`config.mk`:
```
export PLATFORM = sky130hd
export DESIGN_NAME = partition_table_with_compaction_top
export DESIGN_NICKNAME = d
export VERILOG_FILES = /design/src/sv/ptwc_pkg.sv /design/src/sv/ptwc_controller.sv /design/src/sv/ptwc_datapath.sv /design/src/sv/partition_table_with_compaction_top.sv
export SDC_FILE = /design/constraint.sdc
export NUM_CORES = 1
export LEC_CHECK = 0
export BUFFER_PORTS_ARGS = -buffer_cell sky130_fd_sc_hd__buf_2
export CAP_MARGIN = 20
export CORE_MARGIN = 1
export CORE_UTILIZATION = 35
export DETAILED_ROUTE_END_ITERATION = 7
export PLACE_DENSITY_LB_ADDON = 0.15
export SETUP_SLACK_MARGIN = 0.5
export SYNTH_ARGS = -nofsm -noshare
export SYNTH_HDL_FRONTEND = slang
export SYNTH_SLANG_ARGS = --single-unit
```
`constraint.sdc`:
```
create_clock -name clk -period 5.8 [get_ports clk]
set_clock_uncertainty 0.2 [all_clocks]
set_input_delay 0.29 -clock clk [delete_from_list [all_inputs] [get_ports clk]]
set_output_delay 0.29 -clock clk [all_outputs]
set_load 0.01 [all_outputs]
```
`src/sv/ptwc_pkg.sv`:
```
`timescale 1ns / 1ps

package ptwc_pkg;

  // reset value of the managed memory size
  localparam logic [15:0] TOTAL_RESET = 16'd2000;

  typedef enum logic [1:0] {
    CMD_INSERT  = 2'd0,
    CMD_RELEASE = 2'd1,
    CMD_COMPACT = 2'd2,
    CMD_LIST    = 2'd3
  } cmd_code_t;

  typedef enum logic [1:0] {
    ST_OK     = 2'd0,
    ST_NO_MEM = 2'd1,
    ST_FULL   = 2'd2
  } status_code_t;

  typedef enum logic [3:0] {
    S_IDLE,
    S_INS,
    S_REL_RD,
    S_REL_CHK,
    S_CMP_RD,
    S_CMP_CHK,
    S_CMP_FIN,
    S_RESULT,
    S_LIST_HEAD,
    S_LIST_RD,
    S_LIST_EMIT
  } state_t;

  // one table entry as stored in the slot memory
  typedef struct packed {
    logic [15:0] id;
    logic [15:0] size;
    logic        used;
  } slot_t;

  // controller to datapath
  typedef struct packed {
    logic capture;
    logic ins_commit;
    logic rd_issue;
    logic rel_check;
    logic cmp_check;
    logic cmp_finish;
    logic emit_single;
    logic emit_head;
    logic emit_entry;
  } ptwc_ctrl_t;

  // datapath to controller
  typedef struct packed {
    logic count_zero;
    logic walk_last;
    logic idx_zero;
    logic out_free;
  } ptwc_stat_t;

endpackage

```
`src/sv/ptwc_controller.sv`:
```
`timescale 1ns / 1ps

module ptwc_controller (
  input  logic                  clk,
  input  logic                  rst,
  input  logic                  in_valid,
  input  logic [1:0]            command,
  input  ptwc_pkg::ptwc_stat_t  stat,
  output logic                  in_ready,
  output ptwc_pkg::ptwc_ctrl_t  ctrl
);

  ptwc_pkg::state_t state;
  ptwc_pkg::state_t state_next;

  always_ff @(posedge clk) begin
    if (rst) begin
      state <= ptwc_pkg::S_IDLE;
    end else begin
      state <= state_next;
    end
  end

  // next state
  always_comb begin
    state_next = state;
    case (state)
      ptwc_pkg::S_IDLE: begin
        if (in_valid) begin
          case (command)
            ptwc_pkg::CMD_INSERT:  state_next = ptwc_pkg::S_INS;
            ptwc_pkg::CMD_RELEASE: state_next = stat.count_zero ? ptwc_pkg::S_RESULT
                                                                : ptwc_pkg::S_REL_RD;
            ptwc_pkg::CMD_COMPACT: state_next = stat.count_zero ? ptwc_pkg::S_CMP_FIN
                                                                : ptwc_pkg::S_CMP_RD;
            default:               state_next = ptwc_pkg::S_LIST_HEAD;
          endcase
        end
      end
      ptwc_pkg::S_INS:     state_next = ptwc_pkg::S_RESULT;
      ptwc_pkg::S_REL_RD:  state_next = ptwc_pkg::S_REL_CHK;
      ptwc_pkg::S_REL_CHK: state_next = stat.walk_last ? ptwc_pkg::S_RESULT
                                                       : ptwc_pkg::S_REL_RD;
      ptwc_pkg::S_CMP_RD:  state_next = ptwc_pkg::S_CMP_CHK;
      ptwc_pkg::S_CMP_CHK: state_next = stat.walk_last ? ptwc_pkg::S_CMP_FIN
                                                       : ptwc_pkg::S_CMP_RD;
      ptwc_pkg::S_CMP_FIN: state_next = ptwc_pkg::S_RESULT;
      ptwc_pkg::S_RESULT: begin
        if (stat.out_free) begin
          state_next = ptwc_pkg::S_IDLE;
        end
      end
      ptwc_pkg::S_LIST_HEAD: begin
        if (stat.out_free) begin
          state_next = stat.count_zero ? ptwc_pkg::S_IDLE : ptwc_pkg::S_LIST_RD;
        end
      end
      ptwc_pkg::S_LIST_RD: state_next = ptwc_pkg::S_LIST_EMIT;
      ptwc_pkg::S_LIST_EMIT: begin
        if (stat.out_free) begin
          state_next = stat.idx_zero ? ptwc_pkg::S_IDLE : ptwc_pkg::S_LIST_RD;
        end
      end
      default: state_next = ptwc_pkg::S_IDLE;
    endcase
  end

  // outputs
  always_comb begin
    ctrl     = '0;
    in_ready = 1'b0;
    case (state)
      ptwc_pkg::S_IDLE: begin
        in_ready     = 1'b1;
        ctrl.capture = in_valid;
      end
      ptwc_pkg::S_INS:       ctrl.ins_commit = 1'b1;
      ptwc_pkg::S_REL_RD:    ctrl.rd_issue   = 1'b1;
      ptwc_pkg::S_REL_CHK:   ctrl.rel_check  = 1'b1;
      ptwc_pkg::S_CMP_RD:    ctrl.rd_issue   = 1'b1;
      ptwc_pkg::S_CMP_CHK:   ctrl.cmp_check  = 1'b1;
      ptwc_pkg::S_CMP_FIN:   ctrl.cmp_finish = 1'b1;
      ptwc_pkg::S_RESULT:    ctrl.emit_single = stat.out_free;
      ptwc_pkg::S_LIST_HEAD: ctrl.emit_head  = stat.out_free;
      ptwc_pkg::S_LIST_RD:   ctrl.rd_issue   = 1'b1;
      ptwc_pkg::S_LIST_EMIT: ctrl.emit_entry = stat.out_free;
      default: ctrl = '0;
    endcase
  end

endmodule

```
`src/sv/ptwc_datapath.sv`:
```
`timescale 1ns / 1ps

module ptwc_datapath #(
  parameter int MAX_ENTRIES = 16
) (
  input  logic                  clk,
  input  logic                  rst,
  input  logic                  cfg_we,
  input  logic [15:0]           cfg_wdata,
  input  logic [1:0]            command,
  input  logic [15:0]           proc_id,
  input  logic [15:0]           amount,
  input  ptwc_pkg::ptwc_ctrl_t  ctrl,
  output ptwc_pkg::ptwc_stat_t  stat,
  output logic                  out_valid,
  input  logic                  out_ready,
  output logic [1:0]            status,
  output logic [15:0]           proc_id_out,
  output logic [16:0]           start_addr,
  output logic [16:0]           end_addr,
  output logic [15:0]           size_out,
  output logic                  in_use,
  output logic                  last
);

  localparam int IDX_W = (MAX_ENTRIES > 1) ? $clog2(MAX_ENTRIES) : 1;
  localparam int CNT_W = $clog2(MAX_ENTRIES + 1);
  localparam logic [CNT_W-1:0] CNT_MAX = CNT_W'(MAX_ENTRIES);

  // slots are stored oldest first, so an insert appends at the count
  ptwc_pkg::slot_t mem [MAX_ENTRIES];
  ptwc_pkg::slot_t rd_data;

  logic [CNT_W-1:0] count;
  logic [15:0]      free_space;
  logic [IDX_W-1:0] idx;
  logic [CNT_W-1:0] wr_ptr;
  logic [15:0]      op_id;
  logic [15:0]      op_amount;
  logic [1:0]       res_status;
  logic [16:0]      prev;

  logic             fits;
  logic             ins_ok;
  logic             mem_we;
  logic [IDX_W-1:0] mem_waddr;
  ptwc_pkg::slot_t  mem_wdata;
  logic [16:0]      entry_start;
  logic [16:0]      entry_end;
  logic             emit_any;

  assign fits        = free_space > op_amount;
  assign ins_ok      = fits && (count < CNT_MAX);
  assign entry_start = prev + 17'd1;
  assign entry_end   = entry_start + {1'b0, rd_data.size};
  assign emit_any    = ctrl.emit_single | ctrl.emit_head | ctrl.emit_entry;

  assign stat.count_zero = (count == '0);
  assign stat.walk_last  = (CNT_W'(idx) + CNT_W'(1)) == count;
  assign stat.idx_zero   = (idx == '0);
  assign stat.out_free   = !out_valid || out_ready;

  // single write port shared by insert, release and compaction
  always_comb begin
    mem_we    = 1'b0;
    mem_waddr = idx;
    mem_wdata = rd_data;
    if (ctrl.ins_commit && ins_ok) begin
      mem_we         = 1'b1;
      mem_waddr      = count[IDX_W-1:0];
      mem_wdata.id   = op_id;
      mem_wdata.size = op_amount;
      mem_wdata.used = 1'b1;
    end else if (ctrl.rel_check && (rd_data.id == op_id)) begin
      mem_we         = 1'b1;
      mem_wdata.used = 1'b0;
    end else if (ctrl.cmp_check && rd_data.used) begin
      mem_we    = 1'b1;
      mem_waddr = wr_ptr[IDX_W-1:0];
    end
  end

  always_ff @(posedge clk) begin
    if (mem_we) begin
      mem[mem_waddr] <= mem_wdata;
    end
    if (ctrl.rd_issue) begin
      rd_data <= mem[idx];
    end
  end

  always_ff @(posedge clk) begin
    if (rst) begin
      count      <= '0;
      free_space <= ptwc_pkg::TOTAL_RESET;
      out_valid  <= 1'b0;
    end else begin
      if (cfg_we) begin
        count      <= '0;
        free_space <= cfg_wdata;
      end else if (ctrl.ins_commit && ins_ok) begin
        count      <= count + CNT_W'(1);
        free_space <= free_space - op_amount;
      end else if (ctrl.cmp_check && !rd_data.used) begin
        free_space <= free_space + rd_data.size;
      end else if (ctrl.cmp_finish) begin
        count <= wr_ptr;
      end
      if (emit_any) begin
        out_valid <= 1'b1;
      end else if (out_ready) begin
        out_valid <= 1'b0;
      end
    end
  end

  always_ff @(posedge clk) begin
    if (ctrl.capture) begin
      op_id      <= proc_id;
      op_amount  <= amount;
      wr_ptr     <= '0;
      res_status <= ptwc_pkg::ST_OK;
      // list walks newest first, the others oldest first
      idx <= (command == ptwc_pkg::CMD_LIST) ? IDX_W'(count - CNT_W'(1)) : '0;
    end
    if (ctrl.ins_commit) begin
      if (!fits) begin
        res_status <= ptwc_pkg::ST_NO_MEM;
      end else if (!ins_ok) begin
        res_status <= ptwc_pkg::ST_FULL;
      end else begin
        res_status <= ptwc_pkg::ST_OK;
      end
    end
    if (ctrl.rel_check) begin
      idx <= idx + IDX_W'(1);
    end
    if (ctrl.cmp_check) begin
      idx <= idx + IDX_W'(1);
      if (rd_data.used) begin
        wr_ptr <= wr_ptr + CNT_W'(1);
      end
    end
    if (ctrl.emit_single) begin
      status      <= res_status;
      proc_id_out <= '0;
      start_addr  <= '0;
      end_addr    <= '0;
      size_out    <= '0;
      in_use      <= 1'b0;
      last        <= 1'b1;
    end
    if (ctrl.emit_head) begin
      prev        <= {1'b0, free_space};
      status      <= ptwc_pkg::ST_OK;
      proc_id_out <= '0;
      start_addr  <= 17'd1;
      end_addr    <= {1'b0, free_space};
      size_out    <= free_space;
      in_use      <= 1'b0;
      last        <= (count == '0);
    end
    if (ctrl.emit_entry) begin
      prev        <= entry_end;
      idx         <= idx - IDX_W'(1);
      status      <= ptwc_pkg::ST_OK;
      proc_id_out <= rd_data.id;
      start_addr  <= entry_start;
      end_addr    <= entry_end;
      size_out    <= rd_data.size;
      in_use      <= rd_data.used;
      last        <= (idx == '0);
    end
  end

  a_count_bound: assert property (@(posedge clk) disable iff (rst)
    count <= CNT_MAX)
    else $error("slot count beyond table depth");

  a_insert_grows: assert property (@(posedge clk) disable iff (rst)
    (ctrl.ins_commit && ins_ok && !cfg_we) |=> count == $past(count) + CNT_W'(1))
    else $error("accepted insert did not add a slot");

  a_compact_shrinks: assert property (@(posedge clk) disable iff (rst)
    (ctrl.cmp_finish && !cfg_we) |=> count <= $past(count))
    else $error("compaction grew the table");

  a_one_emit: assert property (@(posedge clk) disable iff (rst)
    $onehot0({ctrl.emit_single, ctrl.emit_head, ctrl.emit_entry}))
    else $error("more than one result loaded in a cycle");

endmodule

```
`src/sv/partition_table_with_compaction_top.sv`:
```
`timescale 1ns / 1ps

// partition table with compaction
// input channel (in_valid/in_ready): one word carries command, proc_id and amount;
//   insert, release by id, compact, or list the table
// output channel (out_valid/out_ready): insert, release and compact give one word
//   with status and last set; list gives the free region, then one word per
//   entry newest first, with last on the final word
// configuration: cfg_we/cfg_wdata load the memory size, empty the table and
//   reload the free space; write only while the block is idle
// sequencing: insert goes through a commit state to the result word; release
//   and compact take a read state and a check state per slot, list a read
//   state and an emit state per slot, as the slot memory has a single read port
// flow: one word in flight; in_ready is high only while idle, so a new word
//   is not taken until the current command has loaded its last result word
// reset: table empty, free space 2000, no word pending; no clearing pass
// stall: a held result sits in the output register; the next word is taken
//   meanwhile, and the list walk pauses until the register frees up
module partition_table_with_compaction_top #(
  parameter int MAX_ENTRIES = 16
) (
  input  logic        clk,
  input  logic        rst,
  input  logic        cfg_we,
  input  logic [15:0] cfg_wdata,
  input  logic        in_valid,
  output logic        in_ready,
  input  logic [1:0]  command,
  input  logic [15:0] proc_id,
  input  logic [15:0] amount,
  output logic        out_valid,
  input  logic        out_ready,
  output logic [1:0]  status,
  output logic [15:0] proc_id_out,
  output logic [16:0] start_addr,
  output logic [16:0] end_addr,
  output logic [15:0] size_out,
  output logic        in_use,
  output logic        last
);

  // command and status between the sequencer and the table datapath
  ptwc_pkg::ptwc_ctrl_t ctrl;
  ptwc_pkg::ptwc_stat_t stat;

  ptwc_controller u_ctrl (
    .clk      (clk),
    .rst      (rst),
    .in_valid (in_valid),
    .command  (command),
    .stat     (stat),
    .in_ready (in_ready),
    .ctrl     (ctrl)
  );

  // slot memory, free space, address walk and output register
  ptwc_datapath #(
    .MAX_ENTRIES (MAX_ENTRIES)
  ) u_dp (
    .clk         (clk),
    .rst         (rst),
    .cfg_we      (cfg_we),
    .cfg_wdata   (cfg_wdata),
    .command     (command),
    .proc_id     (proc_id),
    .amount      (amount),
    .ctrl        (ctrl),
    .stat        (stat),
    .out_valid   (out_valid),
    .out_ready   (out_ready),
    .status      (status),
    .proc_id_out (proc_id_out),
    .start_addr  (start_addr),
    .end_addr    (end_addr),
    .size_out    (size_out),
    .in_use      (in_use),
    .last        (last)
  );

endmodule
```
==> summary.txt <==
outcome -> finished clean
unrepaired setup endpoints after global routing -> false
multi-input combinational cell area -> 8845 um^2
hold path depth -> 5
design area -> 35,910 um^2
Pleak -> 12.19 nW
Synth Cell Area -> 30,430 um^2
Via density -> 5.185
Core Area -> 85,680 um^2
WS Path Type -> reg2reg
area grow syn2layout -> 18.01%
Final Cycle Share -> 83.85%
Fill cells -> 7,694
Finish-stage setup viols -> 0
Skew-Pair Late Insertion Delay -> 650 ps
antenna cells -> 0
post-route setup slack -> 936.7 ps
1st-iter DRT viols -> 1,288
Die ar. -> 88,130 um^2
CTS resizes -> 0
clk buf depth -> 3
pins over their slew limit -> 0
number of synthesized flops with an enable pin -> 684
global-route wire length before repair -> 115.8 mm
Worst Path Max Fanout -> 50
number of global-route vias before repair -> 17,620
asr flop ratio synth -> 0%
fraction of layout cells with a size suffix above 1 -> 22.79%
Detail Route Antenna Nets -> 0
yosys warns -> 0
Max-slew headroom -> 34.10%
DP Area -> 32,720 um^2
flop-to-flop setup slack -> 940 ps
CP arrival -> 5220 ps
DR DRC count -> 0
CP endpoint kind -> flip-flop
post-synthesis cell count -> 1,834
syn avg cell area -> 16.59 um^2
Max Cap Viol -> 0
Rows -> 107
RePlAce Congestion -> 0.8247
WL final -> 77.52 mm
placed insts -> 3,072
Die W -> 296.9 um
CTS tree -> done
reg-to-reg endpoint -> u_dp.free_space[1]
worst hold start -> command[1]
ratio of total power to cell area -> 511.1 nW/um^2
number of I/O port buffers -> 126
RR Startpoint -> u_dp.free_space[0]
via count -> 17,010
root buffer cell -> clkbuf_16
#FFs+latches synth -> 717
crit path launch type -> flip-flop
R2R depth -> 14
Worst-path clk slew -> 60 ps
H-tree depth -> 3
Final min period -> 4863 ps
Die Ht -> 296.9 um
syn nets -> 1,946
Tot GR Track Use -> 17.59%
final hold vios -> 0
Critical Path RT -> 6150 ps
Worst-Margin Slew -> 988.4 ps
CTS buffer count -> 80
DRT Pass-1 Iters -> 5
worst vdd ir -> 0.4249 mV
ys flop type -> edfxtp_1
Final Power -> 18.36 mW
GRT overflow -> 0
Reg area -> 21,200 um^2
Top Ports -> 127
fin nets -> 2,186
largest net degree at the start of global routing -> 136
Post-CTS Setup Bufs -> 0
Post-Layout Cell Count -> 3,281
Synth cell types -> 67
initial antenna violation count -> 2
Hold Path Class -> in2reg
Worst setup startpoint -> u_dp.free_space[0]
Detailed Place HPWL -> 50.30 mm
Initial Utilization -> 35.52%
setup TNS -> 0 ps
Max Clk Rate -> 205.6 MHz
Avg WL per Cell -> 23.63 um
clk sink count -> 717
Worst Hold End -> u_dp.idx[2]
pre-CTS WS -> 1103 ps
sequential share of the synthesized area -> 69.66%
-- synthesized netlist by cell type, types with 4 or more instances --
master / count / area share, %
ha_1: 54 / 2.2
clkbuf_1: 47 / 0.58
a22o_1: 7 / 0.20
and2_1: 35 / 0.72
nand4_1: 11 / 0.23
edfxtp_1: 684 / 67
nor2_1: 77 / 0.95
dfxtp_1: 33 / 2.2
and3_1: 10 / 0.21
xor2_1: 27 / 0.78
a21o_1: 15 / 0.37
a211oi_1: 20 / 0.49
inv_1: 54 / 0.67
nand2_1: 193 / 2.4
o211ai_1: 8 / 0.20
nand2b_1: 10 / 0.21
nand3_1: 28 / 0.46
buf_1: 19 / 0.23
o21bai_1: 4 / 0.099
o21ai_0: 75 / 1.2
nor2b_1: 9 / 0.18
mux4_2: 165 / 12
mux2i_1: 6 / 0.20
a31oi_1: 13 / 0.27
or3_1: 5 / 0.10
o21a_1: 8 / 0.20
buf_2: 13 / 0.21
xnor2_1: 50 / 1.4
o31ai_1: 5 / 0.12
nor3_1: 27 / 0.44
a21oi_1: 69 / 1.1
-- metrics by stage --
stage               utilization, %  hold WS (ps)
floorplan                        -         188.9
global placement             38.18         259.3
detailed placement           38.19         268.4
CTS                          41.89         34.26
global route                 41.91         72.58
finish                       41.91         76.47
-- critical path, cell delays in order, from the launching register on --
cell and delay [ps]:
dfxtp_1 380, inv_1 90, ha_1 220, fa_1 380, nand2b_1 200, a211oi_1 290
o311a_1 310, o21a_2 550, buf_4 580, nor2_1 220, o31ai_2 190, buf_4 290
nor2_1 60, a311oi_1 230, dlygate4sd3_1 580
-- routing by layer --
layer  part of all wire [%]  wire length, um  global-route usage, %
met2                     47            36070                  28.07
met3                    4.0             3116                  2.619
met1                     47            36630                  25.20
met4                    2.2             1709                  4.480
met5                      0                0                      0
-- layout by cell type, fill, tap and decap left out, types with 50 or more instances in the layout --
cell type      instances
a21oi_1               69
buf_2                126
clkbuf_16             80
dlygate4sd3_1         63
edfxtp_1             684
ha_1                  54
inv_1                 52
mux4_2               165
nand2_1              193
nor2_1                61
o21ai_0               73
xnor2_1               50
-- repair_timing --
| item | CTS | global route |
|---|---|---|
| hold buffers | 63 | 0 |
| hold endpoints to repair | 56 | 0 |
| endpoints found under the setup margin | 0 | 0 |
-- worst max-delay path by stage --
stage,end,slack [ps]
2_1_floorplan,u_dp.mem[6][0],1340
3_3_place_gp,u_dp.mem[13][28],1210
3_5_place_dp,u_dp.mem[13][28],1100
4_1_cts,u_dp.free_space[1],920
5_1_grt,u_dp.free_space[1],570
6_report,u_dp.free_space[1],940
-- logic make-up after synthesis --
logic type | count (synthesis) | synth area share (%)
flops | 717 | 69.66
simple gates | 420 | 6.253
compound gates | 255 | 5.258
mux | 171 | 12.41
buf+inv | 137 | 1.784
xor+xnor | 77 | 2.216
fa+ha+maj | 57 | 2.417
-- layout make-up --
cell class	instances	area share, %
clock inverters	48	1.331
multi-input cells	980	24.63
flip-flops and latches	717	59.03
clock buffers	97	5.752
repair buffers	241	4.703
inverters	54	0.5679
well taps	1144	3.986
-- registers in the layout, indices dropped and copies added, names as in the netlist, 16 cells and up --
register	count
u_dp.mem	528
u_dp.rd_data	33
u_dp.end_addr	17
u_dp.prev	17
u_dp.start_addr	17
u_dp.free_space	16
u_dp.op_amount	16
u_dp.op_id	16
u_dp.proc_id_out	16
u_dp.size_out	16
-- where the power goes --
part / internal, mW / switching (mW) / total [mW]
Sequential: 6.99 / 0.384 / 7.37
Clock: 2.79 / 2.11 / 4.90
Combinational: 2.40 / 3.68 / 6.08
No activity file was read; power rests on OpenSTA's default activity.
